--- src/hw/rtl/mpts_pkg.sv ---
// mpts_pkg: shared types, codes and constants for the multi-policy task scheduler
// used by the top level, mpts_ctrl and mpts_dp; no dependencies of its own
package mpts_pkg;

  // default table depth
  localparam int unsigned MAX_TASKS_DEF = 16;

  // fixed field widths
  localparam int unsigned TIME_W   = 24;
  localparam int unsigned QUANT_W  = 16;
  localparam int unsigned POLICY_W = 2;
  localparam int unsigned OIDX_W   = 4;
  localparam int unsigned OP_W     = 2;
  localparam int unsigned CFG_AW   = 1;
  localparam int unsigned CFG_DW   = 16;

  localparam logic [QUANT_W-1:0] QUANTUM_RESET = QUANT_W'(500);
  localparam logic [QUANT_W-1:0] SLICE_MAX     = '1;
  localparam logic [TIME_W-1:0]  TIME_MAX      = '1;

  // input opcodes
  localparam logic [OP_W-1:0] OP_CLEAR = 2'd0;
  localparam logic [OP_W-1:0] OP_LOAD  = 2'd1;
  localparam logic [OP_W-1:0] OP_TICK  = 2'd2;

  // scheduling policies
  localparam logic [POLICY_W-1:0] POL_FIFO = 2'd0;
  localparam logic [POLICY_W-1:0] POL_RR   = 2'd1;
  localparam logic [POLICY_W-1:0] POL_SJF  = 2'd2;
  localparam logic [POLICY_W-1:0] POL_PSJF = 2'd3;

  // configuration register indexes
  localparam logic [CFG_AW-1:0] CFG_POLICY  = 1'd0;
  localparam logic [CFG_AW-1:0] CFG_QUANTUM = 1'd1;

  typedef struct packed {
    logic [OP_W-1:0]   opcode;
    logic [TIME_W-1:0] ready_time;
    logic [TIME_W-1:0] exec_time;
  } in_item_t;

  typedef struct packed {
    logic [TIME_W-1:0] tick_time;
    logic              running_valid;
    logic [OIDX_W-1:0] running_index;
    logic              finished_valid;
    logic [OIDX_W-1:0] finished_index;
    logic              all_done;
  } out_item_t;

  typedef enum logic [2:0] {
    S_IDLE,
    S_RETIRE,
    S_SCAN,
    S_DRAIN,
    S_EXEC
  } state_e;

  // controller to datapath
  typedef struct packed {
    logic clear;
    logic load;
    logic rd_run;
    logic retire;
    logic scan;
    logic exec;
  } ctrl_cmd_t;

  // datapath to controller
  typedef struct packed {
    logic cnt_zero;
    logic scan_last;
    logic out_busy;
  } dp_stat_t;

endpackage

--- src/hw/rtl/multi_policy_task_scheduler.sv ---
// Multi-policy task scheduler (FIFO, round robin, SJF, preemptive SJF), top level.
// Input channel in_valid_i / in_stall_o / in_i carries clear, load and tick commands;
// output channel out_valid_o / out_stall_i / out_o carries one result per tick.
// Configuration port cfg_we_i / cfg_addr_i / cfg_wdata_i writes policy (0) and
// quantum (1); write only while the block is idle.
// Clear and load keep the sequencer idle: the next command is taken in the next cycle.
// A tick runs these steps before the next input slot is free: the accepting cycle
// reads the running task's remaining time, a retire step retires it, the scan streams
// the loaded entries through the single read port of each task ram to mark arrivals
// and find the minimum key, a drain step empties the compare stage and an exec step
// executes the tick into the result register; an empty table skips scan and drain.
// The result register frees the input side: a new command is taken while a result
// waits; a tick only stalls in its final cycle if the previous result is still held.
// Reset clears time, counters, arrived flags and sets policy FIFO and quantum 500;
// task table contents stay undefined until loaded. No clearing pass is needed.
// Depends on mpts_pkg, mpts_ctrl, mpts_dp and mpts_ram.
module multi_policy_task_scheduler
  import mpts_pkg::*;
#(
  parameter int unsigned MAX_TASKS = MAX_TASKS_DEF
) (
  input  logic              clk_i,
  input  logic              rst_ni,
  input  logic              in_valid_i,
  output logic              in_stall_o,
  input  in_item_t          in_i,
  output logic              out_valid_o,
  input  logic              out_stall_i,
  output out_item_t         out_o,
  input  logic              cfg_we_i,
  input  logic [CFG_AW-1:0] cfg_addr_i,
  input  logic [CFG_DW-1:0] cfg_wdata_i
);

  ctrl_cmd_t cmd;
  dp_stat_t  stat;

  // sequencer
  mpts_ctrl u_ctrl (
    .clk_i      (clk_i),
    .rst_ni     (rst_ni),
    .in_valid_i (in_valid_i),
    .opcode_i   (in_i.opcode),
    .in_stall_o (in_stall_o),
    .stat_i     (stat),
    .cmd_o      (cmd)
  );

  // tables, scheduler state and result register
  mpts_dp #(
    .MAX_TASKS (MAX_TASKS)
  ) u_dp (
    .clk_i       (clk_i),
    .rst_ni      (rst_ni),
    .cmd_i       (cmd),
    .stat_o      (stat),
    .in_i        (in_i),
    .cfg_we_i    (cfg_we_i),
    .cfg_addr_i  (cfg_addr_i),
    .cfg_wdata_i (cfg_wdata_i),
    .out_stall_i (out_stall_i),
    .out_valid_o (out_valid_o),
    .out_o       (out_o)
  );

endmodule

--- src/hw/rtl/mpts_ram.sv ---
// mpts_ram: generic single write port, single read port ram with registered read
// no package dependencies
module mpts_ram #(
  parameter int unsigned WIDTH = 24,
  parameter int unsigned DEPTH = 16,
  parameter int unsigned AW    = (DEPTH > 1) ? $clog2(DEPTH) : 1
) (
  input  logic             clk_i,
  input  logic             we_i,
  input  logic [AW-1:0]    waddr_i,
  input  logic [WIDTH-1:0] wdata_i,
  input  logic             re_i,
  input  logic [AW-1:0]    raddr_i,
  output logic [WIDTH-1:0] rdata_o
);

  logic [WIDTH-1:0] mem_q [DEPTH];
  logic [WIDTH-1:0] rdata_q;

  // write port and registered read port
  always_ff @(posedge clk_i) begin
    if (we_i) begin
      mem_q[waddr_i] <= wdata_i;
    end
    if (re_i) begin
      rdata_q <= mem_q[raddr_i];
    end
  end

  assign rdata_o = rdata_q;

endmodule

--- src/hw/rtl/mpts_ctrl.sv ---
// mpts_ctrl: sequencer for clear, load and tick operations
// depends on mpts_pkg for state, command and status types
module mpts_ctrl
  import mpts_pkg::*;
(
  input  logic            clk_i,
  input  logic            rst_ni,
  input  logic            in_valid_i,
  input  logic [OP_W-1:0] opcode_i,
  output logic            in_stall_o,
  input  dp_stat_t        stat_i,
  output ctrl_cmd_t       cmd_o
);

  state_e state_q, state_d;
  logic   accept;

  assign accept = in_valid_i && (state_q == S_IDLE);

  // state register
  always_ff @(posedge clk_i or negedge rst_ni) begin
    if (!rst_ni) begin
      state_q <= S_IDLE;
    end else begin
      state_q <= state_d;
    end
  end

  // next state and commands
  always_comb begin
    state_d    = state_q;
    cmd_o      = '0;
    in_stall_o = 1'b1;
    unique case (state_q)
      S_IDLE: begin
        in_stall_o = 1'b0;
        if (accept) begin
          case (opcode_i)
            OP_CLEAR: cmd_o.clear = 1'b1;
            OP_LOAD:  cmd_o.load  = 1'b1;
            OP_TICK: begin
              cmd_o.rd_run = 1'b1;
              state_d      = S_RETIRE;
            end
            default: ;
          endcase
        end
      end
      S_RETIRE: begin
        cmd_o.retire = 1'b1;
        state_d      = stat_i.cnt_zero ? S_EXEC : S_SCAN;
      end
      S_SCAN: begin
        cmd_o.scan = 1'b1;
        if (stat_i.scan_last) begin
          state_d = S_DRAIN;
        end
      end
      S_DRAIN: begin
        state_d = S_EXEC;
      end
      S_EXEC: begin
        if (!stat_i.out_busy) begin
          cmd_o.exec = 1'b1;
          state_d    = S_IDLE;
        end
      end
      default: state_d = S_IDLE;
    endcase
  end

endmodule

--- src/hw/rtl/mpts_dp.sv ---
// mpts_dp: task tables, scheduler state, scan comparator and result register
// depends on mpts_pkg and mpts_ram
module mpts_dp
  import mpts_pkg::*;
#(
  parameter int unsigned MAX_TASKS = MAX_TASKS_DEF
) (
  input  logic              clk_i,
  input  logic              rst_ni,
  input  ctrl_cmd_t         cmd_i,
  output dp_stat_t          stat_o,
  input  in_item_t          in_i,
  input  logic              cfg_we_i,
  input  logic [CFG_AW-1:0] cfg_addr_i,
  input  logic [CFG_DW-1:0] cfg_wdata_i,
  input  logic              out_stall_i,
  output logic              out_valid_o,
  output out_item_t         out_o
);

  localparam int unsigned TIDX_W = (MAX_TASKS > 1) ? $clog2(MAX_TASKS) : 1;
  localparam int unsigned CNT_W  = $clog2(MAX_TASKS + 1);

  // configuration
  logic [POLICY_W-1:0] policy_q, policy_d;
  logic [QUANT_W-1:0]  quantum_q, quantum_d;

  // scheduler state
  logic [CNT_W-1:0]     entry_cnt_q, entry_cnt_d;
  logic [CNT_W-1:0]     done_cnt_q, done_cnt_d;
  logic [TIME_W-1:0]    time_q, time_d;
  logic                 run_valid_q, run_valid_d;
  logic [TIDX_W-1:0]    run_idx_q, run_idx_d;
  logic [QUANT_W-1:0]   slice_q, slice_d;
  logic [MAX_TASKS-1:0] arr_q, arr_d;

  // per-tick working registers
  logic [TIME_W-1:0] rem_run_q, rem_run_d;
  logic              pick_q, pick_d;
  logic              by_ready_q, by_ready_d;
  logic              fin_valid_q, fin_valid_d;
  logic [TIDX_W-1:0] fin_idx_q, fin_idx_d;
  logic [TIDX_W-1:0] scan_addr_q, scan_addr_d;
  logic              cmp_v_q, cmp_v_d;
  logic [TIDX_W-1:0] cmp_idx_q, cmp_idx_d;
  logic              best_v_q, best_v_d;
  logic [TIDX_W-1:0] best_idx_q, best_idx_d;
  logic [TIME_W-1:0] best_key_q, best_key_d;
  logic [TIME_W-1:0] best_rem_q, best_rem_d;

  // result register
  logic      out_valid_q, out_valid_d;
  out_item_t out_q, out_d;

  // ram ports
  logic              rdy_we, rem_we, rd_en;
  logic [TIDX_W-1:0] rdy_waddr, rem_waddr, rd_addr;
  logic [TIME_W-1:0] rdy_wdata, rem_wdata, rdy_rd, rem_rd;

  // combinational helpers
  logic              retire_hit, run_after_ret, requeue;
  logic              hit, cand;
  logic [TIME_W-1:0] key;
  logic              change, nv;
  logic [TIDX_W-1:0] nidx;
  logic [TIME_W-1:0] nrem;
  logic [QUANT_W-1:0] slice_base;
  logic [TIDX_W-1:0] load_addr;

  assign load_addr = entry_cnt_q[TIDX_W-1:0];
  assign rd_en     = cmd_i.rd_run || cmd_i.scan;
  assign rd_addr   = cmd_i.rd_run ? run_idx_q : scan_addr_q;

  mpts_ram #(
    .WIDTH (TIME_W),
    .DEPTH (MAX_TASKS)
  ) u_ready_ram (
    .clk_i   (clk_i),
    .we_i    (rdy_we),
    .waddr_i (rdy_waddr),
    .wdata_i (rdy_wdata),
    .re_i    (rd_en),
    .raddr_i (rd_addr),
    .rdata_o (rdy_rd)
  );

  mpts_ram #(
    .WIDTH (TIME_W),
    .DEPTH (MAX_TASKS)
  ) u_remain_ram (
    .clk_i   (clk_i),
    .we_i    (rem_we),
    .waddr_i (rem_waddr),
    .wdata_i (rem_wdata),
    .re_i    (rd_en),
    .raddr_i (rd_addr),
    .rdata_o (rem_rd)
  );

  // retire and requeue decisions, valid while cmd_i.retire
  assign retire_hit    = run_valid_q && (rem_rd == '0);
  assign run_after_ret = run_valid_q && !retire_hit;
  assign requeue       = (policy_q == POL_RR) && run_after_ret && (slice_q >= quantum_q);

  // scan comparator on the entry read last cycle
  assign hit  = (rdy_rd == time_q);
  assign cand = (arr_q[cmp_idx_q] || hit) && (rem_rd != '0);
  assign key  = by_ready_q ? rdy_rd : rem_rd;

  // task switch decision, valid while cmd_i.exec
  assign change     = pick_q && best_v_q && (!run_valid_q || (best_idx_q != run_idx_q));
  assign nv         = change || run_valid_q;
  assign nidx       = change ? best_idx_q : run_idx_q;
  assign nrem       = change ? best_rem_q : rem_run_q;
  assign slice_base = change ? '0 : slice_q;

  // next state
  always_comb begin
    policy_d    = policy_q;
    quantum_d   = quantum_q;
    entry_cnt_d = entry_cnt_q;
    done_cnt_d  = done_cnt_q;
    time_d      = time_q;
    run_valid_d = run_valid_q;
    run_idx_d   = run_idx_q;
    slice_d     = slice_q;
    arr_d       = arr_q;
    rem_run_d   = rem_run_q;
    pick_d      = pick_q;
    by_ready_d  = by_ready_q;
    fin_valid_d = fin_valid_q;
    fin_idx_d   = fin_idx_q;
    scan_addr_d = scan_addr_q;
    cmp_v_d     = 1'b0;
    cmp_idx_d   = cmp_idx_q;
    best_v_d    = best_v_q;
    best_idx_d  = best_idx_q;
    best_key_d  = best_key_q;
    best_rem_d  = best_rem_q;
    out_valid_d = out_valid_q && out_stall_i;
    out_d       = out_q;
    rdy_we      = 1'b0;
    rdy_waddr   = load_addr;
    rdy_wdata   = in_i.ready_time;
    rem_we      = 1'b0;
    rem_waddr   = load_addr;
    rem_wdata   = in_i.exec_time;

    // configuration writes
    if (cfg_we_i) begin
      unique case (cfg_addr_i)
        CFG_POLICY:  policy_d  = cfg_wdata_i[POLICY_W-1:0];
        CFG_QUANTUM: quantum_d = cfg_wdata_i[QUANT_W-1:0];
        default: ;
      endcase
    end

    // clear table and time
    if (cmd_i.clear) begin
      arr_d       = '0;
      entry_cnt_d = '0;
      time_d      = '0;
      run_valid_d = 1'b0;
      run_idx_d   = '0;
      slice_d     = '0;
      done_cnt_d  = '0;
    end

    // append a task unless the table is full
    if (cmd_i.load && (entry_cnt_q < CNT_W'(MAX_TASKS))) begin
      rdy_we           = 1'b1;
      rem_we           = 1'b1;
      arr_d[load_addr] = 1'b0;
      entry_cnt_d      = entry_cnt_q + CNT_W'(1);
    end

    // retire, round robin requeue, scan setup
    if (cmd_i.retire) begin
      fin_valid_d = retire_hit;
      fin_idx_d   = run_idx_q;
      run_valid_d = run_after_ret;
      if (retire_hit && (done_cnt_q < entry_cnt_q)) begin
        done_cnt_d = done_cnt_q + CNT_W'(1);
      end
      if (requeue) begin
        rdy_we    = 1'b1;
        rdy_waddr = run_idx_q;
        rdy_wdata = time_q;
        slice_d   = '0;
      end
      case (policy_q)
        POL_RR:   pick_d = !run_after_ret || requeue;
        POL_PSJF: pick_d = 1'b1;
        default:  pick_d = !run_after_ret;
      endcase
      by_ready_d  = (policy_q == POL_FIFO) || (policy_q == POL_RR);
      rem_run_d   = rem_rd;
      scan_addr_d = '0;
      best_v_d    = 1'b0;
    end

    // issue one table read per cycle
    if (cmd_i.scan) begin
      scan_addr_d = scan_addr_q + TIDX_W'(1);
      cmp_v_d     = 1'b1;
      cmp_idx_d   = scan_addr_q;
    end

    // arrival marking and running minimum
    if (cmp_v_q) begin
      arr_d[cmp_idx_q] = arr_q[cmp_idx_q] || hit;
      if (cand && (!best_v_q || (key < best_key_q))) begin
        best_v_d   = 1'b1;
        best_idx_d = cmp_idx_q;
        best_key_d = key;
        best_rem_d = rem_rd;
      end
    end

    // switch task, emit result, run one tick
    if (cmd_i.exec) begin
      run_valid_d          = nv;
      run_idx_d            = nidx;
      out_valid_d          = 1'b1;
      out_d.tick_time      = time_q;
      out_d.running_valid  = nv;
      out_d.running_index  = nv ? OIDX_W'(nidx) : '0;
      out_d.finished_valid = fin_valid_q;
      out_d.finished_index = fin_valid_q ? OIDX_W'(fin_idx_q) : '0;
      out_d.all_done       = (done_cnt_q == entry_cnt_q);
      if (change) begin
        slice_d = '0;
      end
      if (nv) begin
        if (nrem != '0) begin
          rem_we    = 1'b1;
          rem_waddr = nidx;
          rem_wdata = nrem - TIME_W'(1);
        end
        slice_d = (slice_base == SLICE_MAX) ? slice_base : slice_base + QUANT_W'(1);
      end
      if (time_q != TIME_MAX) begin
        time_d = time_q + TIME_W'(1);
      end
    end
  end

  // control and state registers
  always_ff @(posedge clk_i or negedge rst_ni) begin
    if (!rst_ni) begin
      policy_q    <= POL_FIFO;
      quantum_q   <= QUANTUM_RESET;
      entry_cnt_q <= '0;
      done_cnt_q  <= '0;
      time_q      <= '0;
      run_valid_q <= 1'b0;
      run_idx_q   <= '0;
      slice_q     <= '0;
      arr_q       <= '0;
      pick_q      <= 1'b0;
      by_ready_q  <= 1'b0;
      fin_valid_q <= 1'b0;
      scan_addr_q <= '0;
      cmp_v_q     <= 1'b0;
      best_v_q    <= 1'b0;
      out_valid_q <= 1'b0;
    end else begin
      policy_q    <= policy_d;
      quantum_q   <= quantum_d;
      entry_cnt_q <= entry_cnt_d;
      done_cnt_q  <= done_cnt_d;
      time_q      <= time_d;
      run_valid_q <= run_valid_d;
      run_idx_q   <= run_idx_d;
      slice_q     <= slice_d;
      arr_q       <= arr_d;
      pick_q      <= pick_d;
      by_ready_q  <= by_ready_d;
      fin_valid_q <= fin_valid_d;
      scan_addr_q <= scan_addr_d;
      cmp_v_q     <= cmp_v_d;
      best_v_q    <= best_v_d;
      out_valid_q <= out_valid_d;
    end
  end

  // payload registers
  always_ff @(posedge clk_i) begin
    rem_run_q  <= rem_run_d;
    fin_idx_q  <= fin_idx_d;
    cmp_idx_q  <= cmp_idx_d;
    best_idx_q <= best_idx_d;
    best_key_q <= best_key_d;
    best_rem_q <= best_rem_d;
    out_q      <= out_d;
  end

  // status to controller
  assign stat_o.cnt_zero  = (entry_cnt_q == '0);
  assign stat_o.scan_last = ((CNT_W'(scan_addr_q) + CNT_W'(1)) == entry_cnt_q);
  assign stat_o.out_busy  = out_valid_q && out_stall_i;

  assign out_valid_o = out_valid_q;
  assign out_o       = out_q;

  // running task is always a loaded entry
  a_run_in_table: assert property (@(posedge clk_i) disable iff (!rst_ni)
    run_valid_q |-> (CNT_W'(run_idx_q) < entry_cnt_q))
    else $error("running index beyond loaded entries");

  // never more retirements than loaded tasks
  a_done_bound: assert property (@(posedge clk_i) disable iff (!rst_ni)
    done_cnt_q <= entry_cnt_q)
    else $error("done count exceeds entry count");

  // scan comparator drained before the tick executes
  a_scan_drained: assert property (@(posedge clk_i) disable iff (!rst_ni)
    cmd_i.exec |-> !cmp_v_q)
    else $error("tick executed with a compare in flight");

  // best candidate always a loaded entry
  a_best_in_table: assert property (@(posedge clk_i) disable iff (!rst_ni)
    (cmd_i.exec && best_v_q) |-> (CNT_W'(best_idx_q) < entry_cnt_q))
    else $error("best candidate beyond loaded entries");

endmodule
--- config.mk ---
export PLATFORM = sky130hd
export DESIGN_NAME = multi_policy_task_scheduler
export DESIGN_NICKNAME = d
export VERILOG_FILES = /design/src/hw/rtl/mpts_pkg.sv /design/src/hw/rtl/multi_policy_task_scheduler.sv /design/src/hw/rtl/mpts_ram.sv /design/src/hw/rtl/mpts_ctrl.sv /design/src/hw/rtl/mpts_dp.sv
export SDC_FILE = /design/constraint.sdc
export NUM_CORES = 1
export LEC_CHECK = 0
export BUFFER_PORTS_ARGS = -buffer_cell sky130_fd_sc_hd__buf_2
export CORE_MARGIN = 1
export CORE_UTILIZATION = 50
export CTS_CLUSTER_SIZE = 20
export DETAILED_ROUTE_END_ITERATION = 8
export PLACE_DENSITY = 0.69
export SLEW_MARGIN = 20
export SYNTH_ARGS = -nofsm -noshare
export SYNTH_HDL_FRONTEND = slang
export SYNTH_SLANG_ARGS = --single-unit
--- constraint.sdc ---
create_clock -name clk_i -period 8.9 [get_ports clk_i]
set_clock_uncertainty 0.1 [all_clocks]
set_input_delay 0.89 -clock clk_i [delete_from_list [all_inputs] [get_ports clk_i]]
set_output_delay 0.89 -clock clk_i [all_outputs]
set_load 0.03 [all_outputs]
Word level (Yosys, flattened, before mapping):

Memory sizes are Yosys's and may differ from the RTL's. A register that Yosys moved wholly into a read port is not among the register bits.
Index checks and enable logic that the tools add are counted.

* register bits: 221
* bits in latches: 0
* RAM bits: 768
* memory bits (read-only): 0
* input bits: 72
* output and inout bits: 37
* word-level logic and storage cells: 186
* memories kept: 2

Memory list
* u_dp.u_ready_ram.mem_q: depth 16, width 24, read ports 1, clocked after memory_dff 1, wr ports 1, line mpts_ram.sv:17 `logic [WIDTH-1:0] mem_q [DEPTH];`
* u_dp.u_remain_ram.mem_q: depth 16, width 24, read ports 1, clocked after memory_dff 1, wr ports 1, line mpts_ram.sv:17

* add/sub/neg operators: 7
* $mul: 0
* div/mod/pow operators: 0
* magnitude comparators: 8
* eq/ne operators: 18
* shift operators: 0
* muxes and demuxes: 79
* bitwise gates (word level): 3
* reductions and logical operators: 40

Operators by type and width (count)
* 24-bit two-way mux: 10
* 16-bit two-way mux: 11
* 24-bit nonzero test: 2
* 4-bit two-way mux: 11
* 1-bit two-way mux: 29
* 5-bit two-way mux: 5
* 24-bit by 1-bit adder with 24-bit output, second input constant: 1
* 24-bit == test: 1
* 24-bit zero test: 1
* 24-bit < comparator: 1
* 24-bit != test, second input constant: 1
* 24-bit by 1-bit subtractor with 24-bit output, second input constant: 1
* 3-bit two-way mux: 7
* 16-bit by 1-bit adder with 16-bit output, second input constant: 1
* 16-bit bitwise AND: 1
* 16-bit bitwise mux: 1
* 16-bit == test, second input constant: 1
* 16-bit >= comparator: 1
* 16-bit NOT: 1
* 3-bit case mux with 5 select lines: 1
* 1-bit logical AND: 14
* 5-bit by 1-bit adder with 5-bit output, second input constant: 2
* 5-bit == test: 2
* 4-bit by 5-bit < comparator with 1-bit output, second input constant: 2
* 26 further kinds: 47

Logic depth before layout (Yosys ltp):

Gate-level depths: netlist of run 1.

* word-level depth: 11
* gate-level depth with buffers: 17
* gate-level depth less buffers: 12

By module:

A second synthesis of run 1 with hierarchy kept.

* cells, all modules: 2450
* area, all modules: 42901.1 um2

By module, submodules not included
* mpts_ram: instances 2, cells each 636, area an instance 15170.8 um2, seq. area each 12251.8 um2
* mpts_dp: instances 1, cells each 1155, area an instance 12324.3 um2, seq. area each 6058.3 um2
* mpts_ctrl: instances 1, cells each 23, area an instance 235.2 um2, seq. area each 75.1 um2

Worst setup path before layout of run 1:

No wires, ideal clock.

* kind: register to register
* start point: reg u_dp.by_ready_q
* end point: reg u_dp.best_idx_q[0] (enable)
* setup time: 0.462 ns
* data arrival time: 5.170 ns
* data required time: 8.338 ns
* path slack: 3.168 ns
* cell stages (with the launch flop): 13
* buffers on the path: 2
* clock period less this slack: 5.732 ns
* cell sequence: dfrtp_1 -> clkbuf_1 -> clkbuf_1 -> mux2_2 -> ha_1 -> a21o_1 -> a21o_1 -> a2111oi_0 -> o21ai_0 -> or4_1 -> a21oi_1 -> nor4bb_1 -> nor2_1

* longest elaborated chain between the ends: 5

Ends and longest elaborated chain
* start: declaration: line mpts_dp.sv:40 `logic by_ready_q, by_ready_d;`
* start signal: assignment: line mpts_dp.sv:278 `by_ready_q <= by_ready_d;`
* 24-bit two-way mux: line mpts_dp.sv:108 `assign key = by_ready_q ? rdy_rd : rem_rd;`
* via u_dp.key[9]: line mpts_dp.sv:63 `logic [TIME_W-1:0] key;`
* 24-bit < comparator: line mpts_dp.sv:212 `if (cand && (!best_v_q || (key < best_key_q))) begin`
* 1-bit logical OR: line mpts_dp.sv:212
* 1-bit logical AND: line mpts_dp.sv:212
* 2-bit AND reduction (no source line)
* end signal: assignment: line mpts_dp.sv:292 `best_idx_q <= best_idx_d;`
* end: declaration: line mpts_dp.sv:47 `logic [TIDX_W-1:0] best_idx_q, best_idx_d;`

The timed path passes the listed nets, and every way through them passes these cells.
A chain may end at the register's enable or synchronous reset.

Worst setup path in the final report of run 1:

* start point: reg u_dp.run_idx_q[1]
* end point: mem u_dp.u_remain_ram.mem_q[1][17] (enable)

* longest elaborated chain between the ends: 10
* elaborated cells on any way between the ends: 15
* those cells by class: eq/ne: 1; mux: 10; reduce/logical: 4

Ends and longest elaborated chain
* start: declaration: line mpts_dp.sv:33 `logic [TIDX_W-1:0] run_idx_q, run_idx_d;`
* start signal: assignment: line mpts_dp.sv:274 `run_idx_q <= run_idx_d;`
* 4-bit != test: line mpts_dp.sv:111 `assign change = pick_q && best_v_q && (!run_valid_q || (best_idx_q != run_idx_q));`
* 1-bit logical OR: line mpts_dp.sv:111
* 1-bit logical AND: line mpts_dp.sv:111
* 24-bit two-way mux: line mpts_dp.sv:114 `assign nrem = change ? best_rem_q : rem_run_q;`
* 24-bit nonzero test: line mpts_dp.sv:235 `if (nrem != '0) begin`
* 1-bit two-way mux: line mpts_dp.sv:235
* 1-bit two-way mux: line mpts_dp.sv:234 `if (nv) begin`
* 1-bit two-way mux: line mpts_dp.sv:221 `if (cmd_i.exec) begin`
* 1-bit two-way mux: line mpts_ram.sv:22 `if (we_i) begin`
* 1-bit two-way mux (implied by the code): line mpts_ram.sv:23 `mem_q[waddr_i] <= wdata_i;`
* end: declaration: line mpts_ram.sv:17

Several ways; a longest one is shown, not always the timed one.

==> metrics, run 1 <==
synth unique cells 74; Post-Layout Cell Count between 4k and 5k; CTS HTree Levels 3; outcome finished, final reports clean; Warnings, synthesis 0; final count of negative-setup-slack endpoints 0; max-slew violation count 0; commonest cells after routing, fill and taps aside 935 x sky130_fd_sc_hd__edfxtp_1, 523 x sky130_fd_sc_hd__nand2_1, 241 x sky130_fd_sc_hd__a211oi_1; WP buf/inv 2; LEAKAGE between 15 and 20 nW; final net count 3,497; post-placement cell count 4,422; number of clock buffers inserted by TritonCTS about 100; count of filler cells inserted in the layout 6,841; worst reg2reg path startpoint u_dp.run_idx_q[1]; antenna violations before repair 5; clock network fraction of total power 0.288; proportion of synthesized flip-flops having asynchronous set or reset 0.0984; worst min path class in2async; # clock sinks ~1.0k; nature of the critical path endpoint flop; grt ovf 0; final clock period utilization by the worst path 0.572; overall via count from detail_route roughly 28k; TritonCTS clock tree done; Longest Clk Path Bufs 3; GRT busiest layer met2; stage delay of the slowest cell on the critical path 0.63 ns; Slew @ Worst Pin approximately 1.1 ns; fraction of layout cells with a size suffix above 1 0.133; relative contribution of combinational cells to total power 0.279; drt pass-1 iters 6; vias in the first global route 26.6k; sequential cell area fraction in the yosys report 0.691; Power Internal just under 0.01 W; crit path cell chain xnor2_1 -> nand3_1 -> o21ai_4 -> buf_4 -> mux2i_1 -> ha_1 -> or4b_1 -> nor3_1 -> a31oi_1 -> o21ai_4 -> buf_4 -> o21bai_1 -> o22ai_4; Clock Root Buffer sky130_fd_sc_hd__clkbuf_16; Startpoint Class flop; Final ANT Viol Nets 0; reg-to-reg endpoint u_dp.u_remain_ram.mem_q[1][17]; highest achievable clock rate approximately 200 MHz; maximum resistive drop on vdd around 0.54 mV; core footprint 0.0873 mm2; GR Layer Usage met1 0.350; number of cell instances on the worst register-to-register path 13; Mapped Cells 3,314; shortest period the worst path allows 5.09 ns; number of enable-type register cells in the synthesized netlist approximately 940; Critical-path top delay cell sky130_fd_sc_hd__buf_4; global-route track usage on met2 0.381; standard-cell rows 108; Hold Vio Cnt, Final 0; drt first-iter violations ~3.3k; critical path arrival 5.29 ns; worst path required time 9.10 ns; Total Neg Setup Slack 0 ns; # IOs between 100 and 150; Post CTS Setup Buffer Count 0; wire length of the first global-routing pass around 170,000 um; unrepaired setup endpoints after global routing no; clock slew at reported path FFs ~0.060 ns; worst slew margin relative to its limit 0.278; most common cell after layout, fill and taps aside sky130_fd_sc_hd__edfxtp_1; Die Wd 300 um; vias per std cell 6.13; total length of routed wires 111,000 um; final-layout worst hold slack 0.125 ns; critical path fanouts, max between 70 and 80; Post-DP HPWL 64,800 um; total routing resource utilization after global routing 0.245; #FFs+latches synth ~1.0k; net switching share of the total power 0.346; Max-Cap Viols 0; part of the power in registers 0.433; Switch Pwr 0.00508 W; die height 300 um; number of port buffers 108; largest net degree at the start of global routing 195; clk_lat worst skew between 0.6 and 0.7 ns; cts hold-fix bufs 0; fraction of met3 tracks used by global routing 0.0366; DRC Markers 0; mean area per synthesized cell approximately 13 um2; class of the most critical setup path reg2reg; R2R setup slack roughly 3.8 ns; Primary FF master, synth sky130_fd_sc_hd__edfxtp_1; net count after synthesis 3,440; Largest delay share family, worst path compound AO/OA/AOI/OAI gates; DIE AREA roughly 0.09 mm2; average wire length per cell after detail routing around 24 um; placer congestion estimate a little under 0.9; initial standard-cell utilization of the core 0.508; Mapped Area about 0.044 mm2; signed area change from the synthesized netlist to the final layout 12.1%; Gates resized, CTS repair 0; total power divided by cell area approximately 300 mW/mm2
[worst max-delay path by stage]
stage | start | to | depth (start not counted)
6_report | u_dp.run_idx_q[1] | u_dp.u_remain_ram.mem_q[1][17] | 13
3_3_place_gp | u_dp.run_idx_q[1] | u_dp.u_remain_ram.mem_q[1][2] | 13
5_1_grt | u_dp.run_idx_q[1] | u_dp.u_remain_ram.mem_q[3][14] | 13
2_1_floorplan | u_dp.by_ready_q | u_dp.best_idx_q[0] | 12
3_5_place_dp | u_dp.run_idx_q[1] | u_dp.u_remain_ram.mem_q[1][3] | 13
4_1_cts | u_dp.run_idx_q[1] | u_dp.u_remain_ram.mem_q[1][14] | 13
[state kept, by name, summed over array words and instances, names as in the netlist, 5 cells and up]
register	flops
u_dp.entry_cnt_q	5
u_dp.best_rem_q	24
u_dp.arr_q	16
u_dp.time_q	24
u_dp.best_key_q	24
u_dp.u_ready_ram.rdata_o	24
u_dp.quantum_q	16
u_dp.slice_q	16
u_dp.out_o	35
u_dp.u_ready_ram.mem_q	384
u_dp.u_remain_ram.rdata_o	24
u_dp.u_remain_ram.mem_q	384
u_dp.done_cnt_q	5
u_dp.rem_run_q	24
[stage by stage]
stage / total power (W) / instance area [um2] / setup slack, ns / util
5_1_grt: 0.0153 / 49700 / 3.42 / 0.569
3_3_place_gp: 0.0104 / 46400 / 3.93 / 0.532
2_1_floorplan: 0.00901 / 44300 / 3.17 / -
3_5_place_dp: 0.0105 / 46400 / 3.86 / 0.532
6_report: 0.0147 / 49700 / 3.81 / 0.569
4_1_cts: 0.0147 / 49700 / 3.83 / 0.569
[power by group through the flow]
stage                     combinational [W]  clock, W  sequential, W
final                               0.00410   0.00423        0.00635
after global routing                0.00446   0.00445        0.00636
after CTS                           0.00405   0.00427        0.00634
after detailed placement            0.00402         0        0.00644
after global placement              0.00397         0        0.00643
after floorplan                     0.00282         0        0.00619
[cells in the mapped netlist, types with 5 or more instances]
| library cell | count | share of area |
|---|---|---|
| sky130_fd_sc_hd__a211oi_1 | 241 | 0.041 |
| sky130_fd_sc_hd__and2_1 | 201 | 0.028 |
| sky130_fd_sc_hd__o22ai_1 | 32 | 0.0045 |
| sky130_fd_sc_hd__and4_1 | 6 | 0.0012 |
| sky130_fd_sc_hd__nor4_1 | 14 | 0.0020 |
| sky130_fd_sc_hd__nor3b_1 | 8 | 0.0014 |
| sky130_fd_sc_hd__nand2b_1 | 15 | 0.0021 |
| sky130_fd_sc_hd__clkbuf_1 | 160 | 0.014 |
| sky130_fd_sc_hd__inv_1 | 56 | 0.0047 |
| sky130_fd_sc_hd__nand4_1 | 39 | 0.0055 |
| sky130_fd_sc_hd__a21o_1 | 12 | 0.0020 |
| sky130_fd_sc_hd__edfxtp_1 | 935 | 0.63 |
| sky130_fd_sc_hd__dfstp_2 | 6 | 0.0036 |
| sky130_fd_sc_hd__mux4_2 | 5 | 0.0025 |
| sky130_fd_sc_hd__or4_1 | 8 | 0.0014 |
| sky130_fd_sc_hd__buf_4 | 16 | 0.0027 |
| sky130_fd_sc_hd__dfrtp_1 | 96 | 0.054 |
| sky130_fd_sc_hd__xor2_1 | 21 | 0.0042 |
| sky130_fd_sc_hd__a311oi_1 | 96 | 0.019 |
| sky130_fd_sc_hd__o211ai_1 | 9 | 0.0015 |
| sky130_fd_sc_hd__nor2b_1 | 9 | 0.0013 |
| sky130_fd_sc_hd__mux2i_1 | 30 | 0.0068 |
| sky130_fd_sc_hd__ha_1 | 54 | 0.015 |
| sky130_fd_sc_hd__a21oi_1 | 138 | 0.016 |
| sky130_fd_sc_hd__mux2_2 | 72 | 0.018 |
| sky130_fd_sc_hd__nor2_1 | 67 | 0.0057 |
| sky130_fd_sc_hd__a31oi_1 | 103 | 0.015 |
| sky130_fd_sc_hd__nand3b_1 | 10 | 0.0017 |
| sky130_fd_sc_hd__and3_1 | 6 | 0.00085 |
| sky130_fd_sc_hd__nand2_1 | 523 | 0.044 |
| sky130_fd_sc_hd__buf_2 | 35 | 0.0040 |
| sky130_fd_sc_hd__o31ai_1 | 14 | 0.0024 |
| sky130_fd_sc_hd__o21ai_0 | 98 | 0.011 |
| sky130_fd_sc_hd__a22o_1 | 12 | 0.0024 |
| sky130_fd_sc_hd__xnor2_1 | 42 | 0.0083 |
| sky130_fd_sc_hd__nand3_1 | 45 | 0.0051 |
| sky130_fd_sc_hd__nor3_1 | 17 | 0.0019 |
| sky130_fd_sc_hd__or3_1 | 5 | 0.00071 |
| sky130_fd_sc_hd__or2_2 | 5 | 0.00071 |
[area by class of cell]
cell class              count  area, um2  area share
clock buffers             127       2690      0.0541
flip-flops and latches   1037      30600       0.617
diodes                      2       5.00    0.000101
inverters                  58        218     0.00438
well taps                1155       1450      0.0291
clock inverters            60        576      0.0116
repair buffers            169       1080      0.0217
multi-input cells        2003      13000       0.263
[worst reg2reg max path: stages (launching register included)]
cell and delay, ns:
sky130_fd_sc_hd__dfrtp_1 0.60, sky130_fd_sc_hd__xnor2_1 0.17, sky130_fd_sc_hd__nand3_1 0.14, sky130_fd_sc_hd__o21ai_4 0.13, sky130_fd_sc_hd__buf_4 0.63, sky130_fd_sc_hd__mux2i_1 0.44
sky130_fd_sc_hd__ha_1 0.20, sky130_fd_sc_hd__or4b_1 0.43, sky130_fd_sc_hd__nor3_1 0.15, sky130_fd_sc_hd__a31oi_1 0.10, sky130_fd_sc_hd__o21ai_4 0.18, sky130_fd_sc_hd__buf_4 0.45
sky130_fd_sc_hd__o21bai_1 0.50, sky130_fd_sc_hd__o22ai_4 0.48
[cell families (layout without fill, tap and decap cells)]
group                      Yosys count  after routing  synth area share
AOI/OAI and AO/OA                  780            780             0.119
muxes                              108            108            0.0280
DFF                               1037           1037             0.691
buffers and inverters              274            414            0.0261
xor gates and xnor gates            63             63            0.0125
and+or+nand+nor                    998            998             0.108
other                                0              2                 0
adders and majority gates           54             54            0.0152
[metal layers]
layer,vias up,part of all wire
met5,-,0.000072
met4,2,0.032
met3,195,0.080
met2,1187,0.47
met1,14100,0.42
li1,12700,-
Note: power is estimated with default switching activity, not from simulation.
==> run 2, diff against run 1 <==
Settings changed: PLACE_DENSITY 0.69 to 0.72.
Clock period 8.9 ns to 4.31 ns, I/O delays scaled along.
==> run 2 against run 1 <==
Effect of this change: sequential share of layout area is 1.3 points lower; critical endpoint is now u_dp.u_remain_ram.mem_q[4][18]; routed wire length is 2.3% higher; hold slack worse by 0.077 ns; critical path depth is 2 lower; largest cell class unchanged; worst setup slack worse by 3.5 ns.
==> metrics, run 2 (synthesis results as in run 1) <==
outcome finished, final reports clean; Gates resized, CTS repair 0 (unchanged); Total Neg Setup Slack 0 ns (unchanged); class of the most critical setup path reg2reg; maximum resistive drop on vdd 0.560 mV (+2.9%); vias per std cell 6.15 (+0.26%); vias in the first global route 27.3k (+2.7%); total length of routed wires 114,000 um (+2.3%); # IOs 109 (unchanged); largest net degree at the start of global routing 119 (-39%); DIE AREA 0.0898 mm2 (unchanged); fraction of layout cells with a size suffix above 1 0.149 (+0.0163); DRC Markers 0 (unchanged); commonest cells after routing, fill and taps aside 935 x sky130_fd_sc_hd__edfxtp_1, 523 x sky130_fd_sc_hd__nand2_1, 241 x sky130_fd_sc_hd__a211oi_1; Slew @ Worst Pin 1.03 ns (-0.0564 ns); antenna violations before repair 0 (-5); stage delay of the slowest cell on the critical path 0.53 ns (-0.10 ns); final count of negative-setup-slack endpoints 0 (unchanged); relative contribution of combinational cells to total power 0.287 (+0.008); Final ANT Viol Nets 0 (unchanged); number of port buffers 108 (unchanged); drt first-iter violations 3,442 (+5.0%); Startpoint Class flop; Power Internal 0.0202 W (+110%); clk_lat worst skew 0.68 ns (about the same); TritonCTS clock tree done; Switch Pwr 0.0103 W (+100%); final clock period utilization by the worst path 0.935 (+0.364); worst slew margin relative to its limit 0.312 (+0.0344); core footprint 0.0873 mm2 (unchanged); worst min path class in2reg; overall via count from detail_route 28.9k (+2.2%); Die Wd 300 um (unchanged); final net count 3,588 (+2.6%); shortest period the worst path allows 4.03 ns (-1.06 ns); cts hold-fix bufs 18 (+18); # clock sinks 1,037 (unchanged); Post CTS Setup Buffer Count 0 (unchanged); total power divided by cell area 600 mW/mm2 (+100%); signed area change from the synthesized netlist to the final layout 14.6%; standard-cell rows 108 (unchanged); critical path arrival 4.31 ns (-0.98 ns); placer congestion estimate 0.925 (+3.8%); die height 300 um (unchanged); grt ovf 0 (unchanged); Clock Root Buffer sky130_fd_sc_hd__clkbuf_16; Longest Clk Path Bufs 3 (unchanged); net switching share of the total power 0.337 (-0.00900); critical path fanouts, max 45 (-38%); initial standard-cell utilization of the core 0.508 (unchanged); total routing resource utilization after global routing 0.251 (+0.00601); part of the power in registers 0.425 (-0.008); overall power 0.0305 W (+110%); Post-Layout Cell Count 4,702 (+2.0%); Critical-path top delay cell sky130_fd_sc_hd__mux2_2; dominant cell type by count on the critical path sky130_fd_sc_hd__o21ai_4; clock slew at reported path FFs 0.06 ns (about the same); average wire length per cell after detail routing 24.2 um (+0.36%); Hold Vio Cnt, Final 0 (unchanged); max-slew violation count 0 (unchanged); nature of the critical path endpoint flop; drt pass-1 iters 6 (unchanged); wire length of the first global-routing pass 170,000 um (+2.6%); LEAKAGE 17.4 nW (+3.4%); post-placement cell count 4,498 (+1.7%); Final Cell Area 0.0508 mm2 (+2.2%); number of clock buffers inserted by TritonCTS 99 (-2.9%); unrepaired setup endpoints after global routing no; clock network fraction of total power 0.287 (about the same); most common cell after layout, fill and taps aside sky130_fd_sc_hd__edfxtp_1; Max-Cap Viols 0 (unchanged); highest achievable clock rate 248 MHz (+26%); CTS HTree Levels 3 (unchanged); Post-DP HPWL 65,900 um (+1.8%); crit path cell chain xnor2_1 -> nand3_1 -> o21ai_4 -> mux2i_1 -> ha_1 -> or4b_1 -> nor3_1 -> a31oi_1 -> o21ai_4 -> buf_4 -> mux2_2; cell area reported after detailed placement 0.0473 mm2 (+2.0%); worst path required time 4.59 ns (-4.51 ns)
## run 2: cell types whose count changed in the layout (fill, tap and decap cells not counted), sizes merged
cell and change:
clkinv +4, dlygate4sd3 +18, clkbuf -4, buf +76, inv -2, bufinv +3
clkinvlp -4
## run 2: final timing paths
path | end | slack, ns | depth (start not counted) | from
hold reg to reg | u_dp.quantum_q[10] | 0.40 | 1 | u_dp.quantum_q[10]
setup / recovery | u_dp.u_remain_ram.mem_q[4][18] | 0.28 | 11 | u_dp.best_idx_q[2]
hold / removal | u_dp.policy_q[1] | 0.05 | 3 | cfg_addr_i
max in group asynchronous | u_dp.quantum_q[8] | 2.73 | 3 | rst_ni
setup reg to reg | u_dp.u_remain_ram.mem_q[4][18] | 0.28 | 11 | u_dp.best_idx_q[2]
min in group asynchronous | u_dp.time_q[19] | 0.33 | 2 | rst_ni
## run 2: power by group through the flow
stage | sequential, W | clock (W) | combinational, W
4_1_cts | 0.0129 | 0.00884 | 0.00870
3_5_place_dp | 0.0131 | 0 | 0.00862
6_report | 0.0130 | 0.00875 | 0.00876
3_3_place_gp | 0.0131 | 0 | 0.00846
5_1_grt | 0.0130 | 0.00921 | 0.00952
2_1_floorplan | 0.0128 | 0 | 0.00584
## run 2: area by class of cell
cell class | instances | area, um2
Clock buffer | 123 | 2620
Clock inverter | 61 | 628
Sequential cell | 1037 | 30600
Timing Repair Buffer | 263 | 2200
Antenna cell | 2 | 5.00
Inverter | 58 | 218
Multi-Input combinational cell | 2003 | 13000
Tap cell | 1155 | 1450
Fill cell | 6670 | 36500
## run 2: routing by layer
| metal | routed length [um] | track usage | up-vias |
|---|---|---|---|
| met3 | 10100 | 0.0411 | 214 |
| met2 | 52700 | 0.391 | 1360 |
| met4 | 3770 | 0.0921 | 0 |
| met5 | 0 | 0 | - |
| li1 | - | - | 12900 |
| met1 | 46900 | 0.357 | 14400 |
## run 2: metrics by stage
| step | hold WS [ns] | worst slack [ns] | utilization |
|---|---|---|---|
| 4_1_cts | 0.0214 | 0.313 | 0.582 |
| 2_1_floorplan | 0.0354 | -0.425 | - |
| 3_3_place_gp | 0.388 | 0.485 | 0.542 |
| 5_1_grt | 0.0641 | 0.0719 | 0.582 |
| 6_report | 0.0481 | 0.278 | 0.582 |
| 3_5_place_dp | 0.393 | 0.371 | 0.542 |
## run 2: worst max-delay path: cells and delay by family, from the launching register on
family,cells,cell delay (ns)
multiplexers,2,0.83
buffers and inverters,1,0.44
XOR/XNOR,1,0.25
flip-flops,1,0.49
AO/OA/AOI/OAI,3,0.63
AND/OR/NAND/NOR,3,0.75
adder cells (fa/ha/maj),1,0.21
